==> config.mk <==
export PLATFORM = sky130hd
export DESIGN_NAME = gf2m_field_alu_core
export DESIGN_NICKNAME = d
export VERILOG_FILES = /design/src/sv/gfalu_pkg.sv /design/src/sv/gfalu_dpath.sv /design/src/sv/gfalu_ctrl.sv /design/src/sv/gf2m_field_alu_core.sv
export SDC_FILE = /design/constraint.sdc
export NUM_CORES = 1
export LEC_CHECK = 0
export ABC_CLOCK_PERIOD_IN_PS = 4200
export CAP_MARGIN = 20
export CORE_MARGIN = 3
export CORE_UTILIZATION = 37
export CTS_CLUSTER_SIZE = 14
export DETAILED_ROUTE_END_ITERATION = 8
export DONT_BUFFER_PORTS = 1
export GPL_ROUTABILITY_DRIVEN = 0
export PLACE_DENSITY_LB_ADDON = 0.05
export SETUP_SLACK_MARGIN = 0.02
export SYNTH_ARGS = -nofsm -noshare
export SYNTH_HDL_FRONTEND = slang
export SYNTH_SLANG_ARGS = --single-unit
==> constraint.sdc <==
create_clock -name clk -period 4.2 [get_ports clk]
set_input_delay 0.42 -clock clk [delete_from_list [all_inputs] [get_ports clk]]
set_output_delay 0.42 -clock clk [all_outputs]
set_load 0.05 [all_outputs]
==> src/sv/gfalu_pkg.sv <==
`timescale 1ns / 1ps
`default_nettype none

package gfalu_pkg;

  localparam int ELEM_BITS_DEF = 8;
  localparam int FUNC_W = 2;

  localparam logic [FUNC_W-1:0] FUNC_ADD = 2'd0;
  localparam logic [FUNC_W-1:0] FUNC_MUL = 2'd1;
  localparam logic [FUNC_W-1:0] FUNC_INV = 2'd2;

  // x^8 + x^4 + x^3 + x + 1
  localparam logic [8:0] MODULUS_RESET = 9'h11B;

  typedef struct packed {
    logic load;       // capture operands and restart the candidate counter
    logic issue;      // push one candidate into the multiplier pipeline
    logic flush;      // drop everything in flight in the pipeline
    logic set_imm;    // result register takes the direct answer
    logic take_pipe;  // result register takes the pipeline output
    logic out_load;   // output register takes the result register
  } fa_cmd_t;

  typedef struct packed {
    logic [FUNC_W-1:0] func;
    logic              mod_bad;
    logic              a_zero;
    logic              exhausted;
    logic              p1v;
    logic              p2v;
    logic              p3v;
    logic              match;
  } fa_stat_t;

endpackage

`default_nettype wire

==> src/sv/gfalu_dpath.sv <==
`timescale 1ns / 1ps
`default_nettype none

module gfalu_dpath #(
  parameter int ELEM_BITS = gfalu_pkg::ELEM_BITS_DEF
) (
  input  logic                          clk,
  input  logic                          rst,
  input  logic                          cfg_we,
  input  logic [ELEM_BITS:0]            cfg_data,
  input  logic [gfalu_pkg::FUNC_W-1:0]  func,
  input  logic [ELEM_BITS-1:0]          operand_a,
  input  logic [ELEM_BITS-1:0]          operand_b,
  input  gfalu_pkg::fa_cmd_t            cmd,
  output gfalu_pkg::fa_stat_t           stat,
  output logic [ELEM_BITS-1:0]          result,
  output logic                          found,
  output logic                          bad_modulus
);
  import gfalu_pkg::*;

  localparam int MW = ELEM_BITS + 1;
  localparam int PW = 2 * ELEM_BITS - 1;
  localparam int DW = $clog2(ELEM_BITS + 1);
  localparam logic [MW-1:0] RST_MOD = MW'(MODULUS_RESET);

  function automatic logic [DW-1:0] deg_of(input logic [MW-1:0] v);
    logic [DW-1:0] d;
    d = '0;
    for (int i = 0; i < MW; i++) begin
      if (v[i]) d = DW'(i);
    end
    return d;
  endfunction

  // Shift the polynomial so that its leading term sits at x^ELEM_BITS.
  function automatic logic [MW-1:0] norm_of(input logic [MW-1:0] v);
    return v << (ELEM_BITS - int'(deg_of(v)));
  endfunction

  function automatic logic is_bad(input logic [MW-1:0] v);
    return (v[MW-1:1] == '0);
  endfunction

  // Modulus, kept in the form the reduction stages use.
  logic [MW-1:0]        mod_norm;
  logic [DW-1:0]        mod_deg;
  logic                 mod_bad;

  logic [FUNC_W-1:0]    func_reg;
  logic [ELEM_BITS-1:0] a_reg;
  logic [ELEM_BITS-1:0] b_reg;
  logic [MW-1:0]        cnt;

  logic                 p1v, p2v, p3v;
  logic [PW-1:0]        p1_prod;
  logic [ELEM_BITS-1:0] p1_cand, p2_rem, p2_cand, p3_prod, p3_cand;

  logic [ELEM_BITS-1:0] res_q;
  logic                 found_q, bad_q;

  logic [ELEM_BITS-1:0] cand_in;
  logic [PW-1:0]        prod_c;
  logic [PW-1:0]        r1;
  logic [ELEM_BITS-1:0] r2;
  logic [MW-1:0]        nshift;
  logic                 match;
  logic [ELEM_BITS-1:0] imm_res, pipe_res;
  logic                 imm_found, imm_bad;

  // Stage 1: carry-less product of operand_a and the candidate.
  always_comb begin
    cand_in = (func_reg == FUNC_MUL) ? b_reg : cnt[ELEM_BITS-1:0];
    prod_c  = '0;
    for (int i = 0; i < ELEM_BITS; i++) begin
      if (cand_in[i]) prod_c = prod_c ^ (PW'(a_reg) << i);
    end
  end

  // Stage 2: clear the high half, which always lies at or above the modulus degree.
  always_comb begin
    r1 = p1_prod;
    for (int k = PW - 1; k >= ELEM_BITS; k--) begin
      if (r1[k]) r1 = r1 ^ (PW'(mod_norm) << (k - ELEM_BITS));
    end
  end

  // Stage 3: clear the low half down to the modulus degree.
  always_comb begin
    r2     = p2_rem;
    nshift = '0;
    for (int k = ELEM_BITS - 1; k >= 1; k--) begin
      nshift = mod_norm >> (ELEM_BITS - k);
      if (r2[k] && (DW'(k) >= mod_deg)) r2 = r2 ^ nshift[ELEM_BITS-1:0];
    end
  end

  assign match = p3v && (p3_prod == ELEM_BITS'(1));

  always_comb begin
    imm_res   = '0;
    imm_found = 1'b0;
    imm_bad   = 1'b0;
    unique case (func_reg) inside
      FUNC_ADD: begin
        imm_res   = a_reg ^ b_reg;
        imm_found = 1'b1;
      end
      FUNC_MUL, FUNC_INV: begin
        imm_bad = mod_bad;
      end
      default: begin
        imm_res = '0;
      end
    endcase
    pipe_res = (func_reg == FUNC_MUL) ? p3_prod : p3_cand;
  end

  always_ff @(posedge clk) begin
    if (rst) begin
      mod_norm <= norm_of(RST_MOD);
      mod_deg  <= deg_of(RST_MOD);
      mod_bad  <= is_bad(RST_MOD);
      p1v      <= 1'b0;
      p2v      <= 1'b0;
      p3v      <= 1'b0;
      cnt      <= '0;
    end else begin
      if (cfg_we) begin
        mod_norm <= norm_of(cfg_data);
        mod_deg  <= deg_of(cfg_data);
        mod_bad  <= is_bad(cfg_data);
      end
      if (cmd.flush) begin
        p1v <= 1'b0;
        p2v <= 1'b0;
        p3v <= 1'b0;
      end else begin
        p1v <= cmd.issue;
        p2v <= p1v;
        p3v <= p2v;
      end
      if (cmd.load) begin
        cnt <= MW'(1);
      end else if (cmd.issue) begin
        cnt <= cnt + MW'(1);
      end
    end
  end

  always_ff @(posedge clk) begin
    if (cmd.load) begin
      func_reg <= func;
      a_reg    <= operand_a;
      b_reg    <= operand_b;
    end
    p1_prod <= prod_c;
    p1_cand <= cand_in;
    p2_rem  <= r1[ELEM_BITS-1:0];
    p2_cand <= p1_cand;
    p3_prod <= r2;
    p3_cand <= p2_cand;
    if (cmd.set_imm) begin
      res_q   <= imm_res;
      found_q <= imm_found;
      bad_q   <= imm_bad;
    end else if (cmd.take_pipe) begin
      res_q   <= pipe_res;
      found_q <= 1'b1;
      bad_q   <= 1'b0;
    end
    if (cmd.out_load) begin
      result      <= res_q;
      found       <= found_q;
      bad_modulus <= bad_q;
    end
  end

  always_comb begin
    stat.func      = func_reg;
    stat.mod_bad   = mod_bad;
    stat.a_zero    = (a_reg == '0);
    stat.exhausted = cnt[ELEM_BITS];
    stat.p1v       = p1v;
    stat.p2v       = p2v;
    stat.p3v       = p3v;
    stat.match     = match;
  end

endmodule

`default_nettype wire

==> src/sv/gfalu_ctrl.sv <==
`timescale 1ns / 1ps
`default_nettype none

module gfalu_ctrl (
  input  logic                 clk,
  input  logic                 rst,
  input  logic                 in_valid,
  output logic                 in_ready,
  output logic                 out_valid,
  input  logic                 out_ready,
  output gfalu_pkg::fa_cmd_t   cmd,
  input  gfalu_pkg::fa_stat_t  stat
);
  import gfalu_pkg::*;

  localparam logic [1:0] S_IDLE   = 2'd0;
  localparam logic [1:0] S_DECIDE = 2'd1;
  localparam logic [1:0] S_RUN    = 2'd2;
  localparam logic [1:0] S_FINISH = 2'd3;

  logic [1:0] state, state_next;

  always_comb begin
    cmd        = '0;
    state_next = state;
    in_ready   = (state == S_IDLE);
    unique case (state)
      S_IDLE: begin
        if (in_valid) begin
          cmd.load   = 1'b1;
          state_next = S_DECIDE;
        end
      end
      S_DECIDE: begin
        if (stat.func == FUNC_MUL && !stat.mod_bad) begin
          cmd.issue  = 1'b1;
          state_next = S_RUN;
        end else if (stat.func == FUNC_INV && !stat.mod_bad && !stat.a_zero) begin
          state_next = S_RUN;
        end else begin
          cmd.set_imm = 1'b1;
          state_next  = S_FINISH;
        end
      end
      S_RUN: begin
        if (stat.func == FUNC_MUL) begin
          if (stat.p3v) begin
            cmd.take_pipe = 1'b1;
            cmd.flush     = 1'b1;
            state_next    = S_FINISH;
          end
        end else if (stat.match) begin
          cmd.take_pipe = 1'b1;
          cmd.flush     = 1'b1;
          state_next    = S_FINISH;
        end else if (!stat.exhausted) begin
          cmd.issue = 1'b1;
        end else if (!stat.p1v && !stat.p2v) begin
          cmd.set_imm = 1'b1;
          cmd.flush   = 1'b1;
          state_next  = S_FINISH;
        end
      end
      S_FINISH: begin
        if (!out_valid || out_ready) begin
          cmd.out_load = 1'b1;
          state_next   = S_IDLE;
        end
      end
      default: begin
        state_next = S_IDLE;
      end
    endcase
  end

  always_ff @(posedge clk) begin
    if (rst) begin
      state     <= S_IDLE;
      out_valid <= 1'b0;
    end else begin
      state <= state_next;
      if (cmd.out_load) begin
        out_valid <= 1'b1;
      end else if (out_ready) begin
        out_valid <= 1'b0;
      end
    end
  end

endmodule

`default_nettype wire

==> src/sv/gf2m_field_alu_core.sv <==
// Transactions are taken one at a time: a new operation is accepted only after the last
// result has been moved to the output register. The inverse search pushes one candidate
// per cycle through a three-stage field multiplier and ends without an inverse once every
// candidate has been tried.
// Synchronous active-high reset empties the block and sets the modulus to 0x11B.
`timescale 1ns / 1ps
`default_nettype none

module gf2m_field_alu_core #(
  parameter int ELEM_BITS = gfalu_pkg::ELEM_BITS_DEF
) (
  input  logic                          clk,
  input  logic                          rst,
  // Operation channel
  input  logic                          in_valid,
  output logic                          in_ready,
  input  logic [gfalu_pkg::FUNC_W-1:0]  func,
  input  logic [ELEM_BITS-1:0]          operand_a,
  input  logic [ELEM_BITS-1:0]          operand_b,
  // Result channel
  output logic                          out_valid,
  input  logic                          out_ready,
  output logic [ELEM_BITS-1:0]          result,
  output logic                          found,
  output logic                          bad_modulus,
  // Modulus write channel
  input  logic                          cfg_valid,
  output logic                          cfg_ready,
  input  logic [ELEM_BITS:0]            cfg_data
);
  import gfalu_pkg::*;

  fa_cmd_t  cmd;
  fa_stat_t stat;

  // The modulus register always takes a write; the user writes it only while idle.
  assign cfg_ready = 1'b1;

  // The controller sequences one transaction at a time. Add and every error case are
  // answered directly. Multiply sends operand_b once through the multiplier pipeline,
  // while inverse sends the candidates 1, 2, ... in order and stops at the first one
  // whose reduced product with operand_a is 1, which is then the smallest inverse.
  gfalu_ctrl u_ctrl (
    .clk       (clk),
    .rst       (rst),
    .in_valid  (in_valid),
    .in_ready  (in_ready),
    .out_valid (out_valid),
    .out_ready (out_ready),
    .cmd       (cmd),
    .stat      (stat)
  );

  // The datapath holds the modulus, the captured operands, the candidate counter, the
  // pipelined multiplier (product, upper reduction, lower reduction) and an output
  // register, so a finished result can wait while the next transaction is computed.
  gfalu_dpath #(
    .ELEM_BITS (ELEM_BITS)
  ) u_dpath (
    .clk         (clk),
    .rst         (rst),
    .cfg_we      (cfg_valid & cfg_ready),
    .cfg_data    (cfg_data),
    .func        (func),
    .operand_a   (operand_a),
    .operand_b   (operand_b),
    .cmd         (cmd),
    .stat        (stat),
    .result      (result),
    .found       (found),
    .bad_modulus (bad_modulus)
  );

  // Only one transaction is in the engine at a time.
  a_one_at_a_time : assert property (@(posedge clk) disable iff (rst)
    in_valid && in_ready |=> !in_ready)
    else $error("input accepted while the engine was busy");

  // A valid result and a modulus error exclude each other.
  a_found_not_bad : assert property (@(posedge clk) disable iff (rst)
    out_valid |-> !(found && bad_modulus))
    else $error("result flagged both found and bad modulus");

  // A result without found set reads as zero.
  a_miss_is_zero : assert property (@(posedge clk) disable iff (rst)
    out_valid && !found |-> result == '0)
    else $error("nonzero result without found");

  // The pipeline is never flushed while a candidate is issued.
  a_flush_issue : assert property (@(posedge clk) disable iff (rst)
    !(cmd.flush && cmd.issue))
    else $error("pipeline flush collided with an issue");

endmodule

`default_nettype wire

==> results of run 1 <==
==> worst max-delay path, delay by kind of cell (launching register included) <==
family                    cells  cell delay, ps
muxes                         2             570
DFF                           1             530
and+or+nand+nor               3             570
AOI/OAI and AO/OA             3             870
xor gates and xnor gates      2             500
==> per-stage QoR <==
step	setup WS (ps)	std cells	total power [mW]
finish	1080	965	5.39
global route	733	965	5.74
CTS	1080	965	5.47
detailed placement	1070	933	4.05
global placement	1200	933	4.02
floorplan	1260	730	3.59
==> how the worst max path moves through the flow <==
| stage | end | slack [ps] | depth (start not counted) |
|---|---|---|---|
| 2_1_floorplan | u_dpath.bad_q$_SDFFCE_PN0P_ | 1260 | 9 |
| 3_3_place_gp | u_dpath.p2_rem[1]$_DFF_P_ | 1200 | 10 |
| 3_5_place_dp | u_dpath.p3_prod[0]$_DFF_P_ | 1070 | 10 |
| 4_1_cts | u_dpath.p3_prod[0]$_DFF_P_ | 1080 | 10 |
| 5_1_grt | u_dpath.p2_rem[1]$_DFF_P_ | 730 | 10 |
| 6_report | u_dpath.p3_prod[0]$_DFF_P_ | 1080 | 10 |
==> placed cells by master (no fill, tap or decap), types with 11 or more instances in the layout <==
| cell | synthesis | layout |
|---|---|---|
| mux2i_1 | 18 | 18 |
| nand2_1 | 158 | 158 |
| a21oi_1 | 22 | 22 |
| xor2_1 | 41 | 41 |
| xnor2_1 | 101 | 101 |
| dfxtp_1 | 84 | 84 |
| inv_1 | 14 | 14 |
| edfxtp_1 | 38 | 38 |
| mux2_2 | 17 | 17 |
| nor2b_1 | 11 | 11 |
| o21ai_0 | 19 | 19 |
| nor2_1 | 36 | 36 |
| clkbuf_16 | 0 | 17 |
==> final cells by class <==
| class | count | area share [%] |
|---|---|---|
| Timing Repair Buffer | 10 | 0.987 |
| Clock buffer | 17 | 5.59 |
| Inverter | 15 | 0.740 |
| Clock inverter | 15 | 1.83 |
| Sequential cell | 122 | 37.1 |
| Tap cell | 229 | 3.77 |
| Multi-Input combinational cell | 557 | 50.0 |
==> logic make-up (layout without fill, tap and decap cells) <==
| family | after synthesis | count (layout) | share of synthesized area, % |
|---|---|---|---|
| flops | 122 | 122 | 41.2 |
| mux | 39 | 39 | 6.50 |
| compound gates | 94 | 94 | 9.72 |
| fa+ha+maj | 9 | 9 | 1.64 |
| xor+xnor | 147 | 147 | 19.8 |
| buf+inv | 51 | 57 | 3.25 |
| simple gates | 267 | 267 | 17.8 |
| other cells | 1 | 1 | 0.0548 |
==> layer usage <==
| metal | track usage [%] | vias up | wire length (um) |
|---|---|---|---|
| li1 | - | 2440 | - |
| met1 | 22.3 | 2255 | 7930 |
| met2 | 24.9 | 74 | 7120 |
| met3 | 3.66 | 11 | 463 |
| met4 | 4.19 | 0 | 136 |
| met5 | 0 | - | 0 |
==> where the power goes <==
group          switching, mW  leakage [nW]  internal, mW
Clock                  0.568         0.271         0.824
Combinational           1.14          1.41          1.01
Sequential             0.282          1.05          1.57
==> metrics.txt, run 1 <==
status=finished clean; multi-input logic area=3800 sq um; hold_buf cts=0; CTS tree=built; clk_skew=10.0 ps; largest net degree at the start of global routing=21; crit path DAT=3460 ps; Boundary Pins=between 40 and 50; Hold Path Origin=rst; Hold EP=u_dpath.cnt[0]$_SDFFE_PP0P_; Largest register FFs=15; total track usage=15.9%; Synth Register Bits=122; synthesis-to-layout area growth=11.1%; CTS Sinks=122; RSZ-0062 raised after global routing=false; core area=18100 sq um; max incr delay on CP=560 ps; Clock Latency Late Sink=between 400 and 500 ps; Slew Limit Headroom=between 40% and 50%; Final Setup Violations=0; Crit Path Category=flip-flop to flip-flop; crit path cell chain=and3b_1 > o21ai_1 > o41ai_1 > o211ai_2 > nand2_2 > mux2i_4 > mux2i_2 > xor3_1 > nor3_2 > xnor2_1; Max Cap Viol=0; HP Class=input pin to flip-flop; Req. time, crit path=4550 ps; Port Buffers=0; row count=49; FFs w/ async S/R, synth=0%; slowest CP cell=o41ai_1; Critical Path Sink Type=flip-flop; r2r startpoint=u_dpath.p2_rem[7]$_DFF_P_; Mapped Area=roughly 6800 sq um; nets=764; WHS=approximately 70 ps; CTS Root Buffer Type=clkbuf_16; Synth cell types=between 70 and 80; Synth area leader=dfxtp_1; chip width=142 um; most flop-heavy register=u_dpath.p1_prod; Worst-Margin Slew=~900 ps; Commonest cells post-synth=nand2_1 (158), xnor2_1 (101), dfxtp_1 (84); CP Launch Type=flip-flop; leakage=2.72 nW; period utilization=74.2%; sequential cell area=2820 sq um; Power Dens Cells=slightly above 700 nW/um^2; Filler cells=1755; grt total ovfl=0; vias in the first global route=around 4700; Die H=142 um; Reg2Reg Depth=10; Post-Syn Area per Cell=9.38 sq um; Gate Count Post-Synth=730; Final min period=3120 ps; via count=4780; hold depth=1; end of the worst register-to-register path=u_dpath.p3_prod[0]$_DFF_P_; Hold Fails Final Rpt=0; Die ar.=around 20000 sq um; Avg WL per Cell=16.2 um; Detailed Routing Iterations Pass 1=5; top post-synthesis cells by area=dfxtp_1 (25%), edfxtp_1 (17%), xnor2_1 (13%), nand2_1 (8.7%), xor2_1 (5.2%); syn_nets=771; Post-synth EDFFs=38; Max clock buf depth=2; Critical path origin=u_dpath.p2_rem[7]$_DFF_P_; Initial Util=37.9%; Setup Buffers After CTS=0; initial antenna violation count=0; post-placement cell area=approximately 7000 sq um; Inserted Diodes=0; layout cell share with drive strength beyond 1=11.1%; Detail Route Antenna Nets=0; post-synth top area share=24.6%; Max VDD drop=303 uV; Crit Path Max Fanout=10; Worst-path clk slew=60 ps; yosys warns=0; global-route wire length before repair=25300 um; most frequent cell after synthesis=nand2_1; Synth Flop Type=dfxtp_1; R2R Setup Slk=1080 ps; Seq/Total Area, Yosys=41.2%; H-tree level count=4; max-slew violations=0; DRC viols=0; dpl hpwl=12000 um; Max Clk Rate=321 MHz; largest registers=u_dpath.p1_prod: 15 flops, u_dpath.cnt: 9 flops, u_dpath.mod_norm: 9 flops; setup TNS=0 ps; Layout Utilization=about 42%; cts repair resizes=0; Design Area, Final=7610 sq um; Routed WL=15700 um; CTS Buf Count=17; initial drt markers=256; Via density=4.95
(Power assumes the default switching activity.)
==> run 2: changes to the inputs <==
--- a/config.mk
+++ b/config.mk
@@ -5,7 +5,7 @@
 export SDC_FILE = /design/constraint.sdc
 export NUM_CORES = 1
 export LEC_CHECK = 0
-export ABC_CLOCK_PERIOD_IN_PS = 4200
+export ABC_CLOCK_PERIOD_IN_PS = 2900
 export CAP_MARGIN = 20
 export CORE_MARGIN = 3
 export CORE_UTILIZATION = 37
==> constraint.sdc (replaced) <==
create_clock -name clk -period 2.9 [get_ports clk]
set_input_delay 0.29 -clock clk [delete_from_list [all_inputs] [get_ports clk]]
set_output_delay 0.29 -clock clk [all_outputs]
set_load 0.05 [all_outputs]
==> run 2 against run 1 <==
  * Clock skew is 4.3 ps higher
  * Die area stayed put
  * Fmax is 15% higher
  * Routed wire length is 5.1% higher
  * Via count is 6.1% higher
  * Highest routed layer unchanged
==> metrics.txt, run 2 (same netlist as run 1, synthesis figures left out) <==
post-placement cell area=7310 sq um (was 7040 sq um); Inserted Diodes=0 (unchanged); Max Clk Rate=368 MHz (was 321 MHz); Design Area, Final=8270 sq um (was 7610 sq um); max-slew violations=0 (unchanged); Max VDD drop=452 uV (was 303 uV); Via density=4.93 (was 4.95); Hold Fails Final Rpt=0 (unchanged); HP Class=input pin to flip-flop (unchanged); Port Buffers=0 (unchanged); chip width=142 um (unchanged); Inst Count DP=969 (was 933); commonest non-fill, non-tap cells in the layout=nand2_1 (158), xnor2_1 (96), dfxtp_1 (75) (was nand2_1 (158), xnor2_1 (101), dfxtp_1 (84)); via count=5071 (was 4780); most flop-heavy register=u_dpath.p1_prod (unchanged); Final Setup Violations=0 (unchanged); Worst-path clk slew=50 ps (was 60 ps); Detailed Routing Iterations Pass 1=5 (unchanged); Initial Util=37.9% (unchanged); core area=18100 sq um (unchanged); initial antenna violation count=0 (unchanged); CTS Sinks=122 (unchanged); Avg WL per Cell=16.0 um (was 16.2 um); RSZ-0062 raised after global routing=false (unchanged); dpl hpwl=12300 um (was 12000 um); most common cell after layout, fill and taps aside=nand2_1 (unchanged); CP Launch Type=flip-flop (unchanged); crit path DAT=3020 ps (was 3460 ps); Crit Path Category=flip-flop to flip-flop (unchanged); CTS tree=built (unchanged); Final min period=2720 ps (was 3120 ps); Req. time, crit path=3200 ps (was 4550 ps); Crit Path Max Fanout=8 (was 10); leakage=3.09 nW (was 2.72 nW); max incr delay on CP=370 ps (was 560 ps); synthesis-to-layout area growth=20.8% (was 11.1%); period utilization=93.8% (was 74.2%); Boundary Pins=45 (unchanged); global-route wire length before repair=26700 um (was 25300 um); Die ar.=20200 sq um (unchanged); Power Dens Cells=986 nW/um^2 (was 709 nW/um^2); WHS=21.5 ps (was 70.1 ps); Routed WL=16400 um (was 15700 um); Max Cap Viol=0 (unchanged); row count=49 (unchanged); initial drt markers=261 (was 256); Critical Path Sink Type=flip-flop (unchanged); Largest register FFs=15 (unchanged); layout cell share with drive strength beyond 1=18.5% (was 11.1%); grt total ovfl=0 (unchanged); Max clock buf depth=2 (unchanged); largest registers=u_dpath.p1_prod: 15 flops, u_dpath.cnt: 9 flops, u_dpath.mod_norm: 9 flops (unchanged); total track usage=16.8% (was 15.9%); nets=828 (was 764); Worst-Margin Slew=775 ps (was 896 ps); largest net degree at the start of global routing=19 (was 21); status=finished clean (unchanged); most frequent cell on the critical path=buf_4; Slew Limit Headroom=48.0% (was 40.3%); vias in the first global route=5100 (was 4736); CTS Root Buffer Type=clkbuf_16 (unchanged); Die H=142 um (unchanged); DRC viols=0 (unchanged); slowest CP cell=dfxtp_4 (was o41ai_1); H-tree level count=4 (unchanged); Clock Latency Late Sink=420 ps (about the same); crit path cell chain=buf_4 > a21boi_4 > o21ai_2 > o41ai_2 > buf_4 > o211ai_2 > nand2_2 > mux2i_4 > mux2i_2 > buf_4 > xnor2_1 > and3_1 > nor3_2 (was and3b_1 > o21ai_1 > o41ai_1 > o211ai_2 > nand2_2 > mux2i_4 > mux2i_2 > xor3_1 > nor3_2 > xnor2_1); CTS Buf Count=17 (unchanged); final std cells w/o fill=1029 (was 965); Filler cells=1715 (was 1755); Detail Route Antenna Nets=0 (unchanged); clk_skew=14.4 ps (was 10.0 ps)
run 2: cell count changes in the layout (fill, tap and decap cells not counted), moves of 3 or more:
cell           before  now
a21oi_1            22   19
a21oi_2             2    5
buf_4              10   53
dfxtp_1            84   75
dfxtp_2             0    6
dfxtp_4             0    3
dlygate4sd3_1       0   21
o21ai_0            19   16
xnor2_1           101   96
xnor2_2             1    6
xor2_1             41   38
xor2_2              0    3
run 2: per-layer routing:
layer	track usage (%)	vias to the layer above	wire length (um)
met5	0	-	0
met4	5.25	0	208
met3	4.13	16	569
met2	26.1	93	7600
met1	23.3	2394	8070
li1	-	2568	-
run 2: repair_timing:
item | 4_1_cts | 5_1_grt
pin swaps | 0 | 11
hold endpoints to repair | 34 | 0
endpoints found under the setup margin | 9 | 10
hold buffers | 21 | 0
buffers inserted | 1 | 6
resized for setup | 4 | 28
run 2: stage by stage:
| step | util [%] | setup slack, ps | setup TNS, ps | total power [mW] |
|---|---|---|---|---|
| 2_1_floorplan | - | 135 | 0 | 5.20 |
| 3_3_place_gp | 40.4 | -7.47 | -7.47 | 5.94 |
| 3_5_place_dp | 40.4 | -99.7 | -435 | 5.97 |
| 4_1_cts | 44.9 | 33.6 | 0 | 8.10 |
| 5_1_grt | 45.7 | 12.1 | 0 | 8.69 |
| 6_report | 45.7 | 180 | 0 | 8.16 |
run 2: power by group:
| group | switching [mW] | internal (mW) |
|---|---|---|
| logic | 1.78 | 1.72 |
| registers | 0.329 | 2.27 |
| clock network | 0.791 | 1.27 |
run 2: final cells by class:
cell class | instances | area [sq um] | area share, %
Multi-Input combinational cell | 557 | 3910 | 47.2
Clock buffer | 19 | 433 | 5.23
Timing Repair Buffer | 74 | 608 | 7.35
Inverter | 15 | 56.3 | 0.680
Tap cell | 229 | 287 | 3.46
Clock inverter | 13 | 143 | 1.72
Sequential cell | 122 | 2840 | 34.3
run 2: worst paths after layout:
path / start / to / slack [ps] / cells after the start
min: cfg_data[8] / u_dpath.mod_deg[3]$_SDFFE_PP1P_ / 20 / 2
max reg2reg: u_dpath.mod_norm[7]$_SDFFE_PP0P_ / u_dpath.p3_prod[1]$_DFF_P_ / 180 / 13
max: u_dpath.mod_norm[7]$_SDFFE_PP0P_ / u_dpath.p3_prod[1]$_DFF_P_ / 180 / 13
min reg2reg: u_dpath.p1_cand[2]$_DFF_P_ / u_dpath.p2_cand[2]$_DFF_P_ / 330 / 0
run 2: worst max-delay path, delay by kind of cell, from the launching register on:
kind | cells | cell delay (ps)
AO/OA/AOI/OAI | 4 | 680
XOR/XNOR | 1 | 130
buffers and inverters | 3 | 490
flip-flops | 1 | 370
multiplexers | 2 | 550
AND/OR/NAND/NOR | 3 | 390
==> run 3: changes to the inputs <==
--- a/config.mk
+++ b/config.mk
@@ -13,8 +13,9 @@
 export DETAILED_ROUTE_END_ITERATION = 8
 export DONT_BUFFER_PORTS = 1
 export GPL_ROUTABILITY_DRIVEN = 0
+export MAX_ROUTING_LAYER = met4
 export PLACE_DENSITY_LB_ADDON = 0.05
-export SETUP_SLACK_MARGIN = 0.02
+export SETUP_SLACK_MARGIN = 0.05
 export SYNTH_ARGS = -nofsm -noshare
 export SYNTH_HDL_FRONTEND = slang
 export SYNTH_SLANG_ARGS = --single-unit
==> run 3 against run 2 <==
  * Non-clock buffer count rose by 1
  * Register-to-register slack improved by 20 ps
  * Sequential share of layout area fell by 0.094 points
  * Combinational power barely moved
  * Largest cell class unchanged
  * Final cell count barely moved
  * Critical path depth fell by 3
  * Critical path type unchanged
  * Largest power group unchanged
==> metrics.txt, run 3 (same netlist as run 1, synthesis figures left out) <==
largest net degree at the start of global routing=19 (unchanged); max incr delay on CP=420 ps (was 370 ps); final std cells w/o fill=1030 (was 1029); Max Clk Rate=371 MHz (was 368 MHz); Final Setup Violations=0 (unchanged); synthesis-to-layout area growth=21.2% (was 20.8%); delay-heaviest family, CP=XOR/XNOR gates (was compound AO/OA/AOI/OAI gates); Boundary Pins=45 (unchanged); r2r startpoint=u_dpath.p1_prod[14]$_SDFF_PN0_ (was u_dpath.mod_norm[7]$_SDFFE_PP0P_); largest registers=u_dpath.p1_prod: 15 flops, u_dpath.cnt: 9 flops, u_dpath.mod_norm: 9 flops (unchanged); commonest non-fill, non-tap cells in the layout=nand2_1 (156), xnor2_1 (96), dfxtp_1 (73) (was nand2_1 (158), xnor2_1 (96), dfxtp_1 (75)); Worst-path clk slew=50 ps (about the same); via count=5058 (was 5071); slowest CP cell=or4_4 (was dfxtp_4); sequential cell area=2840 sq um (about the same); core area=18100 sq um (unchanged); Port Buffers=0 (unchanged); Via density=4.91 (was 4.93); row count=49 (unchanged); most flop-heavy register=u_dpath.p1_prod (unchanged); grt total ovfl=0 (unchanged); Final min period=2700 ps (was 2720 ps); global-route wire length before repair=26700 um (about the same); status=finished clean (unchanged); clk_skew=8.91 ps (was 14.4 ps); Routed WL=16600 um (was 16400 um); DRC viols=0 (unchanged); Max Cap Viol=0 (unchanged); Slew Limit Headroom=45.2% (was 48.0%); Max clock buf depth=2 (unchanged); CTS Sinks=122 (unchanged); Largest register FFs=15 (unchanged); Crit Path Max Fanout=8 (unchanged); Req. time, crit path=3200 ps (about the same); Max VDD drop=457 uV (was 452 uV); Worst-Margin Slew=814 ps (was 775 ps); Die ar.=20200 sq um (unchanged); layout cell share with drive strength beyond 1=19.2% (was 18.5%); Detailed Routing Iterations Pass 1=4 (was 5); WP buf/inv=0 (was 3); crit path cell chain=xnor2_2 > mux2i_1 > a21oi_2 > xnor2_4 > xnor3_1 > or4_4 > o311ai_2 > xnor2_2 > nand2_1 > xnor2_1 (was buf_4 > a21boi_4 > o21ai_2 > o41ai_2 > buf_4 > o211ai_2 > nand2_2 > mux2i_4 > mux2i_2 > buf_4 > xnor2_1 > and3_1 > nor3_2); Power Dens Cells=985 nW/um^2 (was 986 nW/um^2); leakage=3.10 nW (was 3.09 nW); CTS Root Buffer Type=clkbuf_16 (unchanged); Hold Fails Final Rpt=0 (unchanged); most common cell after layout, fill and taps aside=nand2_1 (unchanged); total track usage=17.4% (was 16.8%); initial antenna violation count=0 (unchanged); most frequent cell on the critical path=xnor2_2 (was buf_4); Crit Path Category=flip-flop to flip-flop (unchanged); CTS tree=built (unchanged); Critical Path Sink Type=flip-flop (unchanged); max-slew violations=0 (unchanged); Die H=142 um (unchanged); Initial Util=37.9% (unchanged); WHS=16.8 ps (was 21.5 ps); CTS Buf Count=17 (unchanged); Critical path origin=u_dpath.p1_prod[14]$_SDFF_PN0_ (was u_dpath.mod_norm[7]$_SDFFE_PP0P_); chip width=142 um (unchanged); Detail Route Antenna Nets=0 (unchanged); initial drt markers=296 (was 261); HP Class=input pin to flip-flop (unchanged); nets=829 (was 828); Clock Latency Late Sink=420 ps (about the same); Avg WL per Cell=16.1 um (was 16.0 um); Hold Path Origin=cfg_data[8] (unchanged); dpl hpwl=12300 um (unchanged); Inst Count DP=969 (unchanged); Filler cells=1713 (was 1715); Inserted Diodes=0 (unchanged); crit path DAT=3000 ps (was 3020 ps); CP Launch Type=flip-flop (unchanged); H-tree level count=4 (unchanged); multi-input logic area=3920 sq um (was 3910 sq um); vias in the first global route=5109 (was 5100); RSZ-0062 raised after global routing=true (was false); period utilization=93.0% (was 93.8%)
[run 3: power breakdown]
group	switching [mW]	internal (mW)
Clock	0.795	1.27
Sequential	0.330	2.27
Combinational	1.78	1.72
[run 3: final cells by class]
class	count	share of cell area [%]
Tap cell	229	3.45
Timing Repair Buffer	75	7.46
Inverter	15	0.678
Clock buffer	19	5.21
Sequential cell	122	34.2
Multi-Input combinational cell	557	47.2
Clock inverter	13	1.72
[run 3: timing repair]
item	in CTS	in global routing
gates resized for setup	8	31
buffers inserted	1	7
endpoints found under the hold margin	34	0
pin swaps	0	13
endpoints found under the setup margin	10	10
hold buffers	21	0
[run 3: per-stage QoR]
| step | area (sq um) | utilization [%] | power (mW) | setup WS, ps | TNS [ps] |
|---|---|---|---|---|---|
| 2_1_floorplan | 6850 | - | 5.20 | 135 | 0 |
| 3_3_place_gp | 7310 | 40.4 | 5.94 | -7.47 | -7.47 |
| 3_5_place_dp | 7310 | 40.4 | 5.97 | -99.7 | -435 |
| 4_1_cts | 8140 | 45.0 | 8.13 | 53.4 | 0 |
| 5_1_grt | 8300 | 45.9 | 8.71 | 32.5 | 0 |
| 6_report | 8300 | 45.9 | 8.18 | 202 | 0 |
[run 3: final timing paths]
path	endpoint	slack, ps	cells past startpoint
worst max-delay path	u_dpath.p2_rem[0]$_DFF_P_	200	10
worst min register to register	u_dpath.p2_cand[7]$_DFF_P_	320	0
worst min-delay path	u_dpath.mod_deg[3]$_SDFFE_PP1P_	20	2
worst max register to register	u_dpath.p2_rem[0]$_DFF_P_	200	10
[run 3: metal layers]
metal	share of wire, %	routed length [um]	vias to the layer above	track usage, %
li1	-	-	2566	-
met5	0	0	-	-
met2	46	7630	82	25.9
met3	2.9	487	23	3.76
met4	1.5	248	0	6.01
met1	50	8210	2387	23.4
